--- src/sv/lzss_pkg.sv ---
// ----------------------------------------------------------------------------
// lzss_pkg
// Shared constants and the command record of the LZSS stream decompressor.
// ----------------------------------------------------------------------------
`default_nettype none

package lzss_pkg;

  // History window geometry
  localparam int WINDOW_SIZE = 4096;
  localparam int WIN_W       = $clog2(WINDOW_SIZE);
  localparam int FILL_W      = WIN_W + 1;

  // Reset value of the start position register
  localparam logic [WIN_W-1:0] START_RESET = WIN_W'(12'hfee);

  // Match length code is biased by this amount
  localparam logic [4:0] MATCH_BIAS = 5'd3;

  // Command queue between front and back
  localparam int FIFO_DEPTH = 4;
  localparam int FIFO_AW    = $clog2(FIFO_DEPTH);
  localparam int FIFO_CW    = FIFO_AW + 1;

  // Command kinds
  localparam logic [1:0] CMD_LIT     = 2'd0;
  localparam logic [1:0] CMD_MATCH   = 2'd1;
  localparam logic [1:0] CMD_RESTART = 2'd2;

  // One unit of work for the back end
  typedef struct packed {
    logic [1:0]       kind;
    logic [7:0]       lit;
    logic [WIN_W-1:0] offset;
    logic [3:0]       len_code;
    logic             eos;
  } cmd_t;

endpackage

`default_nettype wire

--- src/sv/lzss_cmd_fifo.sv ---
// ----------------------------------------------------------------------------
// lzss_cmd_fifo
// Short command queue that decouples the parser from the copy engine.
// ----------------------------------------------------------------------------
`default_nettype none

module lzss_cmd_fifo (
  input  wire logic           clk,
  input  wire logic           rst,
  input  wire logic           push,
  input  wire lzss_pkg::cmd_t push_cmd,
  output logic                full,
  input  wire logic           pop,
  output lzss_pkg::cmd_t      head,
  output logic                empty
);

  lzss_pkg::cmd_t                slots [lzss_pkg::FIFO_DEPTH];
  logic [lzss_pkg::FIFO_AW-1:0]  wr_ptr;
  logic [lzss_pkg::FIFO_AW-1:0]  rd_ptr;
  logic [lzss_pkg::FIFO_CW-1:0]  count;
  logic                          do_push;
  logic                          do_pop;

  assign full    = (count == lzss_pkg::FIFO_CW'(lzss_pkg::FIFO_DEPTH));
  assign empty   = (count == '0);
  assign do_push = push && !full;
  assign do_pop  = pop && !empty;
  assign head    = slots[rd_ptr];

  // Store pushed commands
  always_ff @(posedge clk) begin
    if (do_push) begin
      slots[wr_ptr] <= push_cmd;
    end
  end

  // Track pointers and occupancy
  always_ff @(posedge clk) begin
    if (rst) begin
      wr_ptr <= '0;
      rd_ptr <= '0;
      count  <= '0;
    end else begin
      if (do_push) begin
        wr_ptr <= wr_ptr + 1'b1;
      end
      if (do_pop) begin
        rd_ptr <= rd_ptr + 1'b1;
      end
      if (do_push && !do_pop) begin
        count <= count + 1'b1;
      end else if (do_pop && !do_push) begin
        count <= count - 1'b1;
      end
    end
  end

endmodule

`default_nettype wire

--- config.mk ---
export PLATFORM = sky130hd
export DESIGN_NAME = lzss_cmd_fifo
export DESIGN_NICKNAME = d
export VERILOG_FILES = /design/src/sv/lzss_pkg.sv /design/src/sv/lzss_cmd_fifo.sv
export SDC_FILE = /design/constraint.sdc
export NUM_CORES = 1
export LEC_CHECK = 0
export BUFFER_PORTS_ARGS = -buffer_cell sky130_fd_sc_hd__buf_2
export CAP_MARGIN = 25
export CORE_MARGIN = 2
export CORE_UTILIZATION = 56
export DETAILED_ROUTE_END_ITERATION = 10
export PLACE_DENSITY = 0.79
export SLEW_MARGIN = 25
export SYNTH_ARGS = -nofsm -noshare
export SYNTH_HDL_FRONTEND = slang
export SYNTH_SLANG_ARGS = --single-unit
--- constraint.sdc ---
create_clock -name clk -period 3.1 [get_ports clk]
set_clock_uncertainty 0.1 [all_clocks]
set_input_delay 0.155 -clock clk [delete_from_list [all_inputs] [get_ports clk]]
set_output_delay 0.155 -clock clk [all_outputs]
set_load 0.01 [all_outputs]
==> results.md <==
- Leak: 2.02 nW
- Worst-path cell chain: buf_4 > mux4_2 > buf_2
- Port Buf Inserts: 59
- Core Area: 7650 um2
- Peak supply drop: 0.392 mV
- Antenna Nets Post-Route: 0
- Sw Pwr: 1.28 mW
- CP max stage delay: 0.60 ns
- Tcrit/Tclk final: 0.754
- Cts bufs inserted: 17
- Global-route wire length before repair: 13.1 mm
- Setup-failing EPs final: 0
- Via/cell ratio: 5.43
- Ranking of synthesized cells by area: edfxtp_1, mux4_2, dfxtp_1
- Critical path required time: 2.84 ns
- Ys Warns: 0
- Seq cells post-synth: 117
- Initial core utilization: 0.574
- HP Class: in -> reg
- Post-DP HPWL: 4.22 mm
- Total number of vias: 2238
- Critical Path AT: 2.08 ns
- Worst slew pin tran: 0.503 ns
- Routed WL: 8.35 mm
- Die X: 92.5 um
- Die Ht: 92.5 um
- Slowest stage cell, crit path: mux4_2
- Relative max-transition margin: 0.665
- Internal cell power: 3.63 mW
- Fillers: 418
- Share of power burned in registers: 0.404
- FMAX: 428 MHz
- CTS H-tree lvls: 4
- Setup Crit Path Kind: reg -> out
- Area leader, netlist: edfxtp_1
- Initial DRC Count: 138
- GRT Util Overall: 0.220
- Layout cell share with drive strength beyond 1: 0.413
- # rows: 32
- CP startpoint kind: flip-flop
- Number of top-level pins: 60
- Synth top area share: 0.739
- GRT Residual Overflow: 0
- Crit end category: output port
- Fin Setup TNS: 0 ns
- Worst-skew pair later-pin latency: 0.51 ns
- Max Cap Viol: 0
- WL per Instance: 20.3 um
- Area grow syn2layout: 29.7%
- Slew Limit Fails: 0
- Final Hold Fails: 0
- Post-CTS Setup Inserts: 0
- Largest net degree at the start of global routing: 28
- Most used DFF post-synth: edfxtp_1
- Vias in the first global route: 2385
- Register area share after synthesis: 0.780
- Clock Path Buffers: 2
- Comb pwr share: 0.202
- Placed cell count: 350
- Clk slew on worst S/H paths: 0.06 ns
- Pwr dens: 864 nW/um2
- RSZ-0062 raised after global routing: false
- CTS Sinks: 117
- Synth unique cells: 23
- Die area: 8560 um2
- FFs w/ async S/R, synth: 0
- Gate count of the mapped netlist: 189
- Most frequent cell after synthesis: edfxtp_1
- Sw Share: 0.261
- Drt drc: 0
- Post-synth EDFFs: 108
- Min Tclk post-route: 2.34 ns
- CP Max Fanout: 25
- Post-synth top cells: edfxtp_1, mux4_2, dfxtp_1, ha_1, nor2_1
- Routability congestion estimate from global placement: 0.727
- Antenna violations before repair: 0
- Syn Std Cell Area: 4390 um2
- First-pass DRT Iterations: 4
- Mapped Nets: 226
- Clk pwr share: 0.393
- Synth Area per Inst: 23.2 um2
- Status: finished, final reports clean
- CTS tree: yes
- Nets: 334
- Finished Layout Cells: 412
- Root buffer cell: clkbuf_8
- Antenna cells: 0
[worst max-delay path: cells and delay by family, from the launching register on]
kind                   cells  cell delay (ns)
DFF                        1             0.36
buffers and inverters      2             0.60
muxes                      1             0.60
[power by group through the flow]
stage	Clock, mW	Combinational [mW]	Sequential (mW)
global route	2.03	1.08	2.00
finish	1.93	0.994	1.99
detailed placement	0	0.965	2.01
global placement	0	0.956	2.00
CTS	1.95	1.01	1.99
floorplan	0	0.715	1.99
[cell type report]
cell class              count  area [um2]  share of cell area
multi-input cells          61         880               0.155
repair buffers             96         648               0.114
clock buffers              17         414              0.0728
well taps                 102         128              0.0224
inverters                   4        15.0             0.00264
flip-flops and latches    117        3420               0.602
clock inverters            15         180              0.0317
[stage by stage]
step | setup slack [ns] | util | hold WS, ns | area [um2] | total power, mW
after global placement | 0.957 | 0.627 | 0.267 | 4790 | 2.96
after global routing | 0.614 | 0.744 | 0.295 | 5690 | 5.11
after CTS | 0.702 | 0.744 | 0.267 | 5690 | 4.95
final | 0.763 | 0.744 | 0.300 | 5690 | 4.91
after floorplan | 1.02 | - | 0.154 | 4390 | 2.70
after detailed placement | 0.843 | 0.627 | 0.272 | 4790 | 2.98
[flip-flops by register name, summed over array words and instances (netlist names), named ones only]
register / cells
slots: 108
wr_ptr: 2
rd_ptr: 2
count: 3
[kinds of logic (layout without fill, tap and decap cells)]
group                      count (synthesis)  in the layout  synth area share
DFF                                      117            117             0.780
muxes                                     29             29             0.143
xor gates and xnor gates                   4              4           0.00798
AOI/OAI and AO/OA                          6              6           0.00941
and+or+nand+nor                           16             16            0.0211
buffers and inverters                     11            132            0.0194
adders and majority gates                  6              6            0.0188
[cells in the final DEF (no fill, tap or decap), types with 2 or more instances in the layout]
cell type and count:
edfxtp_1 108, buf_2 59, dlygate4sd3_1 30, mux4_2 27, clkbuf_16 16, dfxtp_1 8, buf_4 7, nor2_1 5
ha_1 5, inv_1 4, and2_1 4, xor2_1 4, clkinv_4 4, inv_6 3, bufinv_16 3, o21ai_0 2
or3_1 2, a21oi_1 2, mux2i_1 2, nand2b_1 2, clkinvlp_4 2, clkinv_2 2
[metal layers]
layer,part of all wire,routed length (um),track usage,vias to the layer above
li1,-,-,-,1000
met1,0.39,3260,0.265,1128
met2,0.53,4460,0.359,99
met3,0.061,508,0.0911,11
met4,0.015,126,0.0808,0
met5,0,0,0,-
[timing repair]
item / 4_1_cts / 5_1_grt
gates resized for setup: 0 / 0
hold endpoints to repair: 117 / 0
hold buffers: 30 / 0
[worst paths after layout]
kind | startpoint | end | slack, ns | cells after the start
max | flip-flop | head[11] | 0.76 | 3
max reg2reg | count[0]$_SDFFE_PP0P_ | count[2]$_SDFFE_PP0P_ | 0.86 | 8
min reg2reg | wr_ptr[1]$_SDFFE_PP0P_ | wr_ptr[1]$_SDFFE_PP0P_ | 0.42 | 2
min | push_cmd[2] | slots[3][2]$_DFFE_PP_ | 0.30 | 2
Note: power is estimated with default switching activity, not from simulation.
