## config.mk

```make
export PLATFORM = sky130hd
export DESIGN_NAME = lzss_front
export DESIGN_NICKNAME = d
export VERILOG_FILES = /design/src/sv/lzss_pkg.sv /design/src/sv/lzss_front.sv
export SDC_FILE = /design/constraint.sdc
export NUM_CORES = 1
export LEC_CHECK = 0
export BUFFER_PORTS_ARGS = -buffer_cell sky130_fd_sc_hd__buf_4
export CORE_MARGIN = 10
export CORE_UTILIZATION = 58
export CTS_BUF_LIST = sky130_fd_sc_hd__clkbuf_8
export DETAILED_ROUTE_END_ITERATION = 10
export PLACE_DENSITY = 0.84
export SYNTH_ARGS = -nofsm -noshare
export SYNTH_HDL_FRONTEND = slang
export SYNTH_SLANG_ARGS = --single-unit
```

## constraint.sdc

```tcl
create_clock -name clk -period 4 [get_ports clk]
set_clock_uncertainty 0.2 [all_clocks]
set_input_delay 0.4 -clock clk [delete_from_list [all_inputs] [get_ports clk]]
set_output_delay 0.4 -clock clk [all_outputs]
set_load 0.03 [all_outputs]
```

## src/sv/lzss_pkg.sv

```systemverilog
// ----------------------------------------------------------------------------
// lzss_pkg
// Shared constants and the command record of the LZSS stream decompressor.
// ----------------------------------------------------------------------------
`default_nettype none

package lzss_pkg;

  // History window geometry
  localparam int WINDOW_SIZE = 4096;
  localparam int WIN_W       = $clog2(WINDOW_SIZE);
  localparam int FILL_W      = WIN_W + 1;

  // Reset value of the start position register
  localparam logic [WIN_W-1:0] START_RESET = WIN_W'(12'hfee);

  // Match length code is biased by this amount
  localparam logic [4:0] MATCH_BIAS = 5'd3;

  // Command queue between front and back
  localparam int FIFO_DEPTH = 4;
  localparam int FIFO_AW    = $clog2(FIFO_DEPTH);
  localparam int FIFO_CW    = FIFO_AW + 1;

  // Command kinds
  localparam logic [1:0] CMD_LIT     = 2'd0;
  localparam logic [1:0] CMD_MATCH   = 2'd1;
  localparam logic [1:0] CMD_RESTART = 2'd2;

  // One unit of work for the back end
  typedef struct packed {
    logic [1:0]       kind;
    logic [7:0]       lit;
    logic [WIN_W-1:0] offset;
    logic [3:0]       len_code;
    logic             eos;
  } cmd_t;

endpackage

`default_nettype wire

```

## src/sv/lzss_front.sv

```systemverilog
// ----------------------------------------------------------------------------
// lzss_front
// Token parser: accepts compressed bytes, tracks flag bits and turns each
// complete token into a command for the back end.
// ----------------------------------------------------------------------------
`default_nettype none

module lzss_front (
  input  wire logic          clk,
  input  wire logic          rst,
  input  wire logic          in_valid,
  input  wire logic [7:0]    in_byte,
  input  wire logic          in_eos,
  output logic               in_ready,
  input  wire logic          full,
  output logic               push,
  output lzss_pkg::cmd_t     push_cmd
);

  // Parser phases
  localparam logic [1:0] PH_FLAG  = 2'd0;
  localparam logic [1:0] PH_TOKEN = 2'd1;
  localparam logic [1:0] PH_HIGH  = 2'd2;

  logic [1:0] phase, phase_next;
  logic [7:0] flag_bits, flag_bits_next;
  logic [3:0] flag_index, flag_index_next;
  logic [7:0] saved_low, saved_low_next;
  logic       cmd_en;
  logic       accept;

  assign in_ready = !full;
  assign accept   = in_valid && !full;
  assign push     = accept && cmd_en;

  // Decode the incoming byte against the parser state
  always_comb begin
    logic [3:0] idx_inc;
    idx_inc         = flag_index + 4'd1;
    phase_next      = phase;
    flag_bits_next  = flag_bits;
    flag_index_next = flag_index;
    saved_low_next  = saved_low;
    cmd_en          = 1'b0;
    push_cmd.kind     = lzss_pkg::CMD_LIT;
    push_cmd.lit      = in_byte;
    push_cmd.offset   = {in_byte[7:4], saved_low};
    push_cmd.len_code = in_byte[3:0];
    push_cmd.eos      = in_eos;

    unique case (phase)
      PH_TOKEN: begin
        if (flag_bits[flag_index[2:0]]) begin
          cmd_en          = 1'b1;
          push_cmd.kind   = lzss_pkg::CMD_LIT;
          flag_index_next = idx_inc;
          phase_next      = idx_inc[3] ? PH_FLAG : PH_TOKEN;
        end else begin
          saved_low_next = in_byte;
          phase_next     = PH_HIGH;
        end
      end
      PH_HIGH: begin
        cmd_en          = 1'b1;
        push_cmd.kind   = lzss_pkg::CMD_MATCH;
        flag_index_next = idx_inc;
        phase_next      = idx_inc[3] ? PH_FLAG : PH_TOKEN;
      end
      default: begin
        // Flag byte; the unused phase code is parsed the same way
        flag_bits_next  = in_byte;
        flag_index_next = 4'd0;
        phase_next      = PH_TOKEN;
      end
    endcase

    // End of stream: drop a cut token, restart the window, reset the parser
    if (in_eos) begin
      if (!cmd_en) begin
        cmd_en        = 1'b1;
        push_cmd.kind = lzss_pkg::CMD_RESTART;
      end
      phase_next      = PH_FLAG;
      flag_bits_next  = 8'd0;
      flag_index_next = 4'd8;
      saved_low_next  = 8'd0;
    end
  end

  // Advance parser state on each accepted byte
  always_ff @(posedge clk) begin
    if (rst) begin
      phase      <= PH_FLAG;
      flag_bits  <= 8'd0;
      flag_index <= 4'd8;
      saved_low  <= 8'd0;
    end else if (accept) begin
      phase      <= phase_next;
      flag_bits  <= flag_bits_next;
      flag_index <= flag_index_next;
      saved_low  <= saved_low_next;
    end
  end

endmodule

`default_nettype wire

```

==> results of run 1 <==
[per-stage QoR]
| step | total power, W | instances | hold slack (ns) | area (sq um) | util, % |
|---|---|---|---|---|---|
| after floorplan | 0.000305 | 182 | 0.244 | 1470 | - |
| after CTS | 0.000455 | 226 | 0.267 | 1610 | 65.5 |
| after detailed placement | 0.000323 | 223 | 0.268 | 1570 | 63.9 |
| after global routing | 0.000470 | 226 | 0.287 | 1610 | 65.5 |
| after global placement | 0.000322 | 223 | 0.264 | 1570 | 63.9 |
| final | 0.000453 | 226 | 0.272 | 1610 | 65.5 |
[cell type report]
| cell class | instances | area, sq um |
|---|---|---|
| fill | 213 | 846 |
| multi-input combinational | 124 | 759 |
| sequential | 22 | 440 |
| timing repair buffer | 41 | 308 |
| clock buffer | 3 | 41.3 |
| tap | 30 | 37.5 |
| inverter | 6 | 22.5 |
[state kept, by name, indices dropped and copies added, names as in the netlist]
signal,count
flag_bits,8
saved_low,8
flag_index,4
phase,2
[power by group]
group	switching, W	internal, W
combinational	0.0000592	0.0000324
clock	0.0000677	0.0000672
sequential	0.00000378	0.000223
[worst register-to-register path, stage by stage (launching register included)]
cell,delay (ns)
dfxtp_1,0.64
mux2_1,0.38
mux4_2,0.60
or4_1,0.45
a31oi_1,0.17
[path summary, 6_finish.rpt]
check | from | to | slack [ns] | cells past startpoint
worst min register to register | flag_bits[4]$_SDFFE_PP0P_ | flag_bits[4]$_SDFFE_PP0P_ | 0.28 | 2
worst max-delay path | flag_index[0]$_SDFFE_PP0P_ | push | 0.91 | 5
worst max register to register | flag_index[0]$_SDFFE_PP0P_ | flag_index[0]$_SDFFE_PP0P_ | 1.49 | 4
worst min-delay path | rst | phase[1]$_SDFFE_PP0P_ | 0.27 | 2
[layer usage]
layer  GRT usage, %  vias up
met2           22.9       51
met1           16.0      644
met3           6.21        5
met4           5.04        0
li1               -      644
met5              0        -
[synthesized netlist by cell type, types with 2 or more instances]
library cell	count	share of area, %
nor3_1	2	0.68
nand2_1	29	7.4
mux2_2	2	1.5
nor2b_1	17	7.2
a31oi_1	10	4.3
ha_1	3	2.6
nand3_1	4	1.4
nand4_1	8	3.4
nor2_1	6	1.5
mux4_2	2	3.1
inv_1	6	1.5
mux2i_1	4	2.7
clkbuf_8	2	1.9
buf_4	17	8.7
mux2_1	2	1.5
clkbuf_1	8	2.0
a21oi_1	12	4.1
o21ai_0	10	3.4
dfxtp_1	22	30
[logic make-up after synthesis]
| family | after synthesis | share of synthesized area, % |
|---|---|---|
| and+or+nand+nor | 68 | 22.6 |
| AOI/OAI and AO/OA | 42 | 17.1 |
| buffers and inverters | 36 | 18.4 |
| DFF | 22 | 30.0 |
| muxes | 10 | 8.85 |
| adders and majority gates | 3 | 2.55 |
| xor gates and xnor gates | 1 | 0.596 |
==> flow_summary.yaml, run 1 <==
status:
  status: "finished, final reports clean"
timing:
  rsz0062_at_grt: "false"
  setup_violations: 0
  worstMarginPinSlew_ns: 0.896
  max_freq_mhz: 323
  slew_headroom_pct: 40.1
  period_share_pct: 77.3
  setup_slack_ns: 0.907
  tns_ns: 0
  hold_viol: 0
  min_period_ns: 3.09
  drv_slew: 0
clocking:
  cts_buffers: 3
  postCtsSetupBuffers: 0
  clock_path_buffers: 2
  cts-resized-gates: 0
  cts-hold-fix-buffers: 0
  cts.sinks: 22
  htree_levels: 1
  clock_latency_ns: 0.26
  clockRootBuffer: "clkbuf_8"
  cts_tree: "yes"
  path_clk_slew_ns: 0.07
placed_design:
  dp_hpwl_um: 2780
  port_buffers: 41
  place_congestion: 0.845
  preCtsSetupSlack_ns: 1.21
setup_path:
  required_ns: 3.40
  max_stage_delay_ns: 0.64
  crit_path_start_kind: "register"
  crit_path_cell_trace: "mux2_1, mux4_2, a21oi_1, o31ai_1, buf_4"
  critPathTopFamily: "multiplexers"
  crit_slowest_cell: "dfxtp_1"
  path_class: "register to primary output"
  cp_num_buf_inv: 1
  end_kind: "primary output"
  critPathMaxFanout: 13
  cp_data_arrival_time_ns: 2.49
synth:
  synthArstFlopShare_pct: 0
  syn_nets: 198
  yosys_most_used_dff: "dfxtp_1"
  syn-instance-count: 182
  syn_area_per_cell_sq_um: 8.08
  seq_area_frac_synth_pct: 30.0
  ys_types: 35
  yosys_register_bits: 22
  synth_edf_count: 0
  netlist_area_sq_um: 1470
  synth_warnings: 0
drt:
  dr_wl_met2_um: 1760
  postRouteAntennaNets: 0
  wl_um: 3660
  top_layer: "met4"
  num_vias: 1344
  wl_met1_um: 1510
  first_pass_iters: 4
  drc: 0
  drt_iter0_markers: 127
  wl_per_cell_um: 16.2
  wl_met3_um: 356
  via_per_inst: 5.95
grt:
  grt_antenna_before_repair: 0
  grt_max_degree: 27
  grt_usage_pct: 14.2
  overflow: 0
  grt_pass1_wl_um: 5930
  grt_pass1_vias: 1331
cells_and_area:
  drive_above_1_share_pct: 24.5
  fin_nets: 214
  final_common_cell: "buf_4"
  final_cell_mix: "buf_4 (41), nand2_1 (29), dfxtp_1 (22)"
  area_growth_pct: 9.45
  antenna_cells: 0
run:
  drv_cap: 0
pwr:
  max-vdd-ir-drop_uv: 255
  powerDensity_nw_per_um2: 282
  p_leak_nw: 0.596
floorplanning:
  rows: 18
  io_pins: 42
  die_area_sq_um: 4950
  die_w_um: 70.3
  initial_core_util_pct: 59.9
  core_sq_um: 2450
  die_h_um: 70.3
hold_path:
  min_path_type: "primary input to register"
Note: power is estimated with default switching activity, not from simulation.
==> inputs of run 2 (changes only) <==
--- a/config.mk
+++ b/config.mk
@@ -5,12 +5,13 @@
 export SDC_FILE = /design/constraint.sdc
 export NUM_CORES = 1
 export LEC_CHECK = 0
+export ABC_AREA = 1
 export BUFFER_PORTS_ARGS = -buffer_cell sky130_fd_sc_hd__buf_4
 export CORE_MARGIN = 10
-export CORE_UTILIZATION = 58
+export CORE_UTILIZATION = 47
 export CTS_BUF_LIST = sky130_fd_sc_hd__clkbuf_8
 export DETAILED_ROUTE_END_ITERATION = 10
-export PLACE_DENSITY = 0.84
+export PLACE_DENSITY = 0.74
 export SYNTH_ARGS = -nofsm -noshare
 export SYNTH_HDL_FRONTEND = slang
 export SYNTH_SLANG_ARGS = --single-unit
==> constraint.sdc (replaced) <==
create_clock -name clk -period 2.7 [get_ports clk]
set_clock_uncertainty 0.2 [all_clocks]
set_input_delay 0.27 -clock clk [delete_from_list [all_inputs] [get_ports clk]]
set_output_delay 0.27 -clock clk [all_outputs]
set_load 0.03 [all_outputs]
==> flow_summary.yaml, run 2 <==
setup_path:
  crit_start: "flag_index[0]$_SDFFE_PP0P_"
  cp_num_buf_inv: 2
  max_stage_delay_ns: 0.50
  timing.rr.start: "phase[0]$_SDFFE_PP0P_"
  required_ns: 2.23
  critical_path_depth: 9
  critPathMaxFanout: 8
  rr_endpoint: "flag_bits[2]$_SDFFE_PP0P_"
  critPathCapture: "push"
  crit_path_cell_trace: "inv_2, nand2_1, nand3_1, nand3_2, nand3_1, nand2_1, nand2_1, a21oi_1, buf_4"
  reg2reg_setup_slack_ns: 0.80
  crit_slowest_cell: "dfxtp_1"
  path_class: "register to primary output"
  r2r_cells: 7
  cp_data_arrival_time_ns: 1.76
  crit_path_start_kind: "register"
  path_common_cell: "nand2_1"
  end_kind: "primary output"
  critPathTopFamily: "simple AND/OR/NAND/NOR gates"
floorplanning:
  die_w_um: 72.7
  io_pins: 42
  rows: 19
  initial_core_util_pct: 48.2
  die_h_um: 72.7
  core_sq_um: 2710
  die_area_sq_um: 5290
synth:
  netlist_area_sq_um: 1310
  synth_commonest_cells: "nand2_1 (30), inv_1 (27), dfxtp_1 (22), a21oi_1 (20), buf_4 (17)"
  synth_top_area_cell: "dfxtp_1"
  yosys_most_used_dff: "dfxtp_1"
  yosys_register_bits: 22
  synth_most_common_cell: "nand2_1"
  syn-instance-count: 180
  synth_edf_count: 0
  yosys-top-cells-area: "dfxtp_1 (34%), buf_4 (9.8%), nand2_1 (8.6%)"
  ys_types: 23
  synth_warnings: 0
  seq_area_frac_synth_pct: 33.7
  synthArstFlopShare_pct: 0
  syn_nets: 196
  syn_area_per_cell_sq_um: 7.26
  synth_top_cell_area_share_pct: 33.7
cells_and_area:
  top_regs: "flag_bits x8, saved_low x8, flag_index x4"
  drive_above_1_share_pct: 32.5
  antenna_cells: 0
  final_util_pct: 57.2
  final_cell_mix: "buf_4 (41), nand2_1 (30), inv_1 (27)"
  fin_nets: 220
  area_growth_pct: 18.5
  final_common_cell: "buf_4"
timing:
  slew_headroom_pct: 70.4
  drv_slew: 0
  rsz0062_at_grt: "false"
  hold_viol: 0
  setup_violations: 0
  period_share_pct: 82.5
  min_period_ns: 2.23
  tns_ns: 0
  max_freq_mhz: 449
  setup_slack_ns: 0.474
  worstMarginPinSlew_ns: 0.442
clocking:
  cts-resized-gates: 0
  htree_levels: 1
  cts-hold-fix-buffers: 0
  cts_buffers: 3
  cts.sinks: 22
  clockRootBuffer: "clkbuf_8"
  path_clk_slew_ns: 0.08
  clock_latency_ns: 0.27
  cts_tree: "yes"
  postCtsSetupBuffers: 0
  clock_path_buffers: 2
placed_design:
  port_buffers: 41
  place_congestion: 0.820
  dp_hpwl_um: 2550
  preCtsSetupSlack_ns: 0.794
grt:
  overflow: 0
  grt_pass1_wl_um: 5230
  grt_max_degree: 18
  grt_pass1_vias: 1166
  grt_usage_pct: 12.1
  grt_antenna_before_repair: 0
drt:
  first_pass_iters: 4
  wl_per_cell_um: 13.7
  drt_iter0_markers: 58
  drc: 0
  wl_um: 3220
  num_vias: 1183
  via_per_inst: 5.06
  postRouteAntennaNets: 0
hold_path:
  min-delay-start: "in_byte[7]"
  min_path_type: "primary input to register"
pwr:
  powerDensity_nw_per_um2: 492
  max-vdd-ir-drop_uv: 324
  p_leak_nw: 0.731
status:
  status: "finished, final reports clean"
run:
  drv_cap: 0
run 2: changes by cell type after synthesis, moves of 7 or more:
cell      change
inv_1        +21
nor2b_1      -17
a31oi_1      -10
a21oi_1       +8
nand2_2       +8
nand3_1       +8
clkbuf_1      -7
run 2: metrics by stage:
step                      instances  power (W)  instance area, sq um  hold WS (ns)
after detailed placement        230   0.000531                  1490         0.251
after CTS                       234   0.000769                  1550        0.0640
after global placement          230   0.000527                  1490         0.248
after global routing            234   0.000799                  1550        0.0751
final                           234   0.000762                  1550        0.0656
after floorplan                 180   0.000485                  1310         0.148
run 2: worst min-delay path by stage:
stage,slack [ns],to,depth (start not counted)
6_report,0.07,saved_low[7]$_SDFFE_PP0P_,3
3_5_place_dp,0.25,flag_bits[0]$_SDFFE_PP0P_,2
2_1_floorplan,0.15,flag_bits[4]$_SDFFE_PP0P_,1
5_1_grt,0.08,saved_low[5]$_SDFFE_PP0P_,3
3_3_place_gp,0.25,flag_index[3]$_SDFFE_PP1P_,2
4_1_cts,0.06,saved_low[7]$_SDFFE_PP0P_,3
run 2: cell type report:
| type | instances | area [sq um] |
|---|---|---|
| repair buffers | 41 | 308 |
| multi-input cells | 106 | 594 |
| fillers | 262 | 1160 |
| flip-flops and latches | 22 | 440 |
| inverters | 30 | 113 |
| clock buffers | 4 | 55.1 |
| well taps | 31 | 38.8 |
run 2: per-layer routing:
layer | vias up | routed length [um] | GRT usage, %
li1 | 609 | - | -
met1 | 528 | 1350 | 13.2
met2 | 41 | 1500 | 20.0
met3 | 5 | 335 | 5.31
met4 | 0 | 38 | 4.43
met5 | - | 0 | 0
run 2: cell families (layout without fill, tap and decap cells):
family,after synthesis,count (layout),synth area share (%)
flip-flops,22,22,33.7
buffers and inverters,52,75,20.9
AO/OA/AOI/OAI,34,34,14.9
AND/OR/NAND/NOR,69,69,27.7
adder cells (fa/ha/maj),3,3,2.87
run 2: where the power goes:
part	switching (W)	internal, W	total, W
registers	0.00000669	0.000340	0.000346
clock network	0.000110	0.000130	0.000240
logic	0.000115	0.0000617	0.000176
total	0.000231	0.000532	0.000762
run 2: worst reg2reg max path: cells and delay by family (launching register included):
kind / cells / cell delay (ns)
and+or+nand+nor: 2 / 0.46
DFF: 1 / 0.37
adders and majority gates: 1 / 0.33
AOI/OAI and AO/OA: 2 / 0.29
buffers and inverters: 2 / 0.19
==> inputs of run 3 (changes only) <==
--- a/config.mk
+++ b/config.mk
@@ -8,10 +8,10 @@
 export ABC_AREA = 1
 export BUFFER_PORTS_ARGS = -buffer_cell sky130_fd_sc_hd__buf_4
 export CORE_MARGIN = 10
-export CORE_UTILIZATION = 47
+export CORE_UTILIZATION = 52
 export CTS_BUF_LIST = sky130_fd_sc_hd__clkbuf_8
 export DETAILED_ROUTE_END_ITERATION = 10
-export PLACE_DENSITY = 0.74
+export PLACE_DENSITY = 0.77
 export SYNTH_ARGS = -nofsm -noshare
 export SYNTH_HDL_FRONTEND = slang
 export SYNTH_SLANG_ARGS = --single-unit
==> constraint.sdc (replaced) <==
create_clock -name clk -period 2.2 [get_ports clk]
set_clock_uncertainty 0.2 [all_clocks]
set_input_delay 0.22 -clock clk [delete_from_list [all_inputs] [get_ports clk]]
set_output_delay 0.22 -clock clk [all_outputs]
set_load 0.03 [all_outputs]
==> flow_summary.yaml, run 3 (same netlist as run 2, synthesis figures left out) <==
status:
  status: "finished, final reports clean"
cells_and_area:
  drive_above_1_share_pct: 33.3
  antenna_cells: 0
  top_regs: "flag_bits x8, saved_low x8, flag_index x4"
  fin_nets: 221
  final_cell_mix: "buf_4 (42), nand2_1 (30), inv_1 (27)"
  final_common_cell: "buf_4"
  post-route-cell-area_sq_um: 1570
  final_util_pct: 64.7
  area_growth_pct: 20.3
setup_path:
  critPathMaxFanout: 8
  cp_data_arrival_time_ns: 1.61
  crit_start: "flag_index[0]$_SDFFE_PP0P_"
  end_kind: "primary output"
  required_ns: 1.78
  path_class: "register to primary output"
  crit_path_start_kind: "register"
  reg2reg_setup_slack_ns: 0.35
  timing.rr.start: "phase[0]$_SDFFE_PP0P_"
placed_design:
  post_dp_cell_area_sq_um: 1500
  place_congestion: 0.891
  port_buffers: 41
  preCtsSetupSlack_ns: 0.375
  dp_hpwl_um: 2410
timing:
  worstMarginPinSlew_ns: 0.453
  tns_ns: 0
  setup_slack_ns: 0.167
  max_freq_mhz: 492
  period_share_pct: 92.4
  min_period_ns: 2.03
  slew_headroom_pct: 69.8
  hold_viol: 0
  setup_violations: 0
  rsz0062_at_grt: "false"
  drv_slew: 0
drt:
  wl_per_cell_um: 13.3
  wl_met1_um: 1350
  wl_um: 3110
  top_layer: "met4"
  dr_wl_met2_um: 1490
  drt_iter0_markers: 41
  via_per_inst: 5.06
  first_pass_iters: 4
  num_vias: 1184
  wl_met3_um: 219
  drc: 0
  postRouteAntennaNets: 0
clocking:
  cts_tree: "yes"
  cts-hold-fix-buffers: 0
  clockRootBuffer: "clkbuf_8"
  cts.sinks: 22
  clock_path_buffers: 2
  clock_latency_ns: 0.26
  path_clk_slew_ns: 0.08
  htree_levels: 1
  cts_buffers: 3
grt:
  grt_antenna_before_repair: 0
  overflow: 0
  grt_max_degree: 18
  grt_pass1_wl_um: 5270
  grt_usage_pct: 12.2
  grt_pass1_vias: 1241
floorplanning:
  io_pins: 42
  die_w_um: 70.1
  die_h_um: 70.1
  rows: 18
  die_area_sq_um: 4920
  core_sq_um: 2430
  initial_core_util_pct: 53.8
pwr:
  power.total_w: 0.00102
  combPwrFrac_pct: 21.2
  p_leak_nw: 0.743
  powerDensity_nw_per_um2: 649
  switchingPower_w: 0.000283
  pwr-share-seq_pct: 41.7
  switching_share_pct: 27.8
  p_int_w: 0.000737
  clkPwrFrac_pct: 37.2
  max-vdd-ir-drop_uv: 369
hold_path:
  min-delay-start: "in_byte[6]"
  min_path_type: "primary input to register"
run:
  drv_cap: 0
==> run 3: cell count changes in the layout (fill, tap and decap cells not counted) <==
cell / delta
buf_4: +1
bufinv_16: +1
clkbuf_8: -1
dfxtp_1: -1
dfxtp_2: +1
==> run 3: area by class of cell <==
cell class              instances  area [sq um]
inverters                      30           113
fillers                       208           860
repair buffers                 42           315
well taps                      30          37.5
flip-flops and latches         22           442
clock buffers                   3          41.3
multi-input cells             106           594
clock inverters                 1          30.0
==> run 3: power by group through the flow <==
| stage | Combinational (W) | Sequential (W) | Clock, W |
|---|---|---|---|
| after global routing | 0.000235 | 0.000428 | 0.000403 |
| after detailed placement | 0.000217 | 0.000434 | 0 |
| after floorplan | 0.000150 | 0.000445 | 0 |
| final | 0.000216 | 0.000425 | 0.000379 |
| after global placement | 0.000213 | 0.000434 | 0 |
| after CTS | 0.000218 | 0.000425 | 0.000383 |
==> run 3: metal layers <==
metal | global-route usage [%] | vias to the layer above
met4 | 5.70 | 0
met1 | 13.5 | 524
met5 | 0 | -
li1 | - | 608
met2 | 20.8 | 48
met3 | 3.53 | 4
==> run 3: timing repair <==
| action | CTS | global route |
|---|---|---|
| setup buffers | 0 | 0 |
| gates resized for setup | 0 | 1 |
| setup endpoints to repair | 0 | 1 |
==> run 3: stage by stage <==
stage                     hold slack [ns]  std cells
after detailed placement            0.260        230
after floorplan                    0.0985        180
final                              0.0197        234
after CTS                          0.0223        234
after global routing               0.0342        234
after global placement              0.245        230
==> run 3: final timing paths <==
path	end	depth (start not counted)
max	push	9
min	saved_low[6]$_SDFFE_PP0P_	3
max reg2reg	flag_bits[4]$_SDFFE_PP0P_	7
min reg2reg	flag_bits[3]$_SDFFE_PP0P_	2
==> run 3: worst max-delay path, cell delays in order, from the launching register on <==
cell,delay (ns)
dfxtp_2,0.41
inv_2,0.08
nand2_1,0.06
nand3_1,0.09
nand3_2,0.15
nand3_1,0.11
nand2_1,0.09
nand2_1,0.05
a21oi_1,0.13
buf_4,0.18
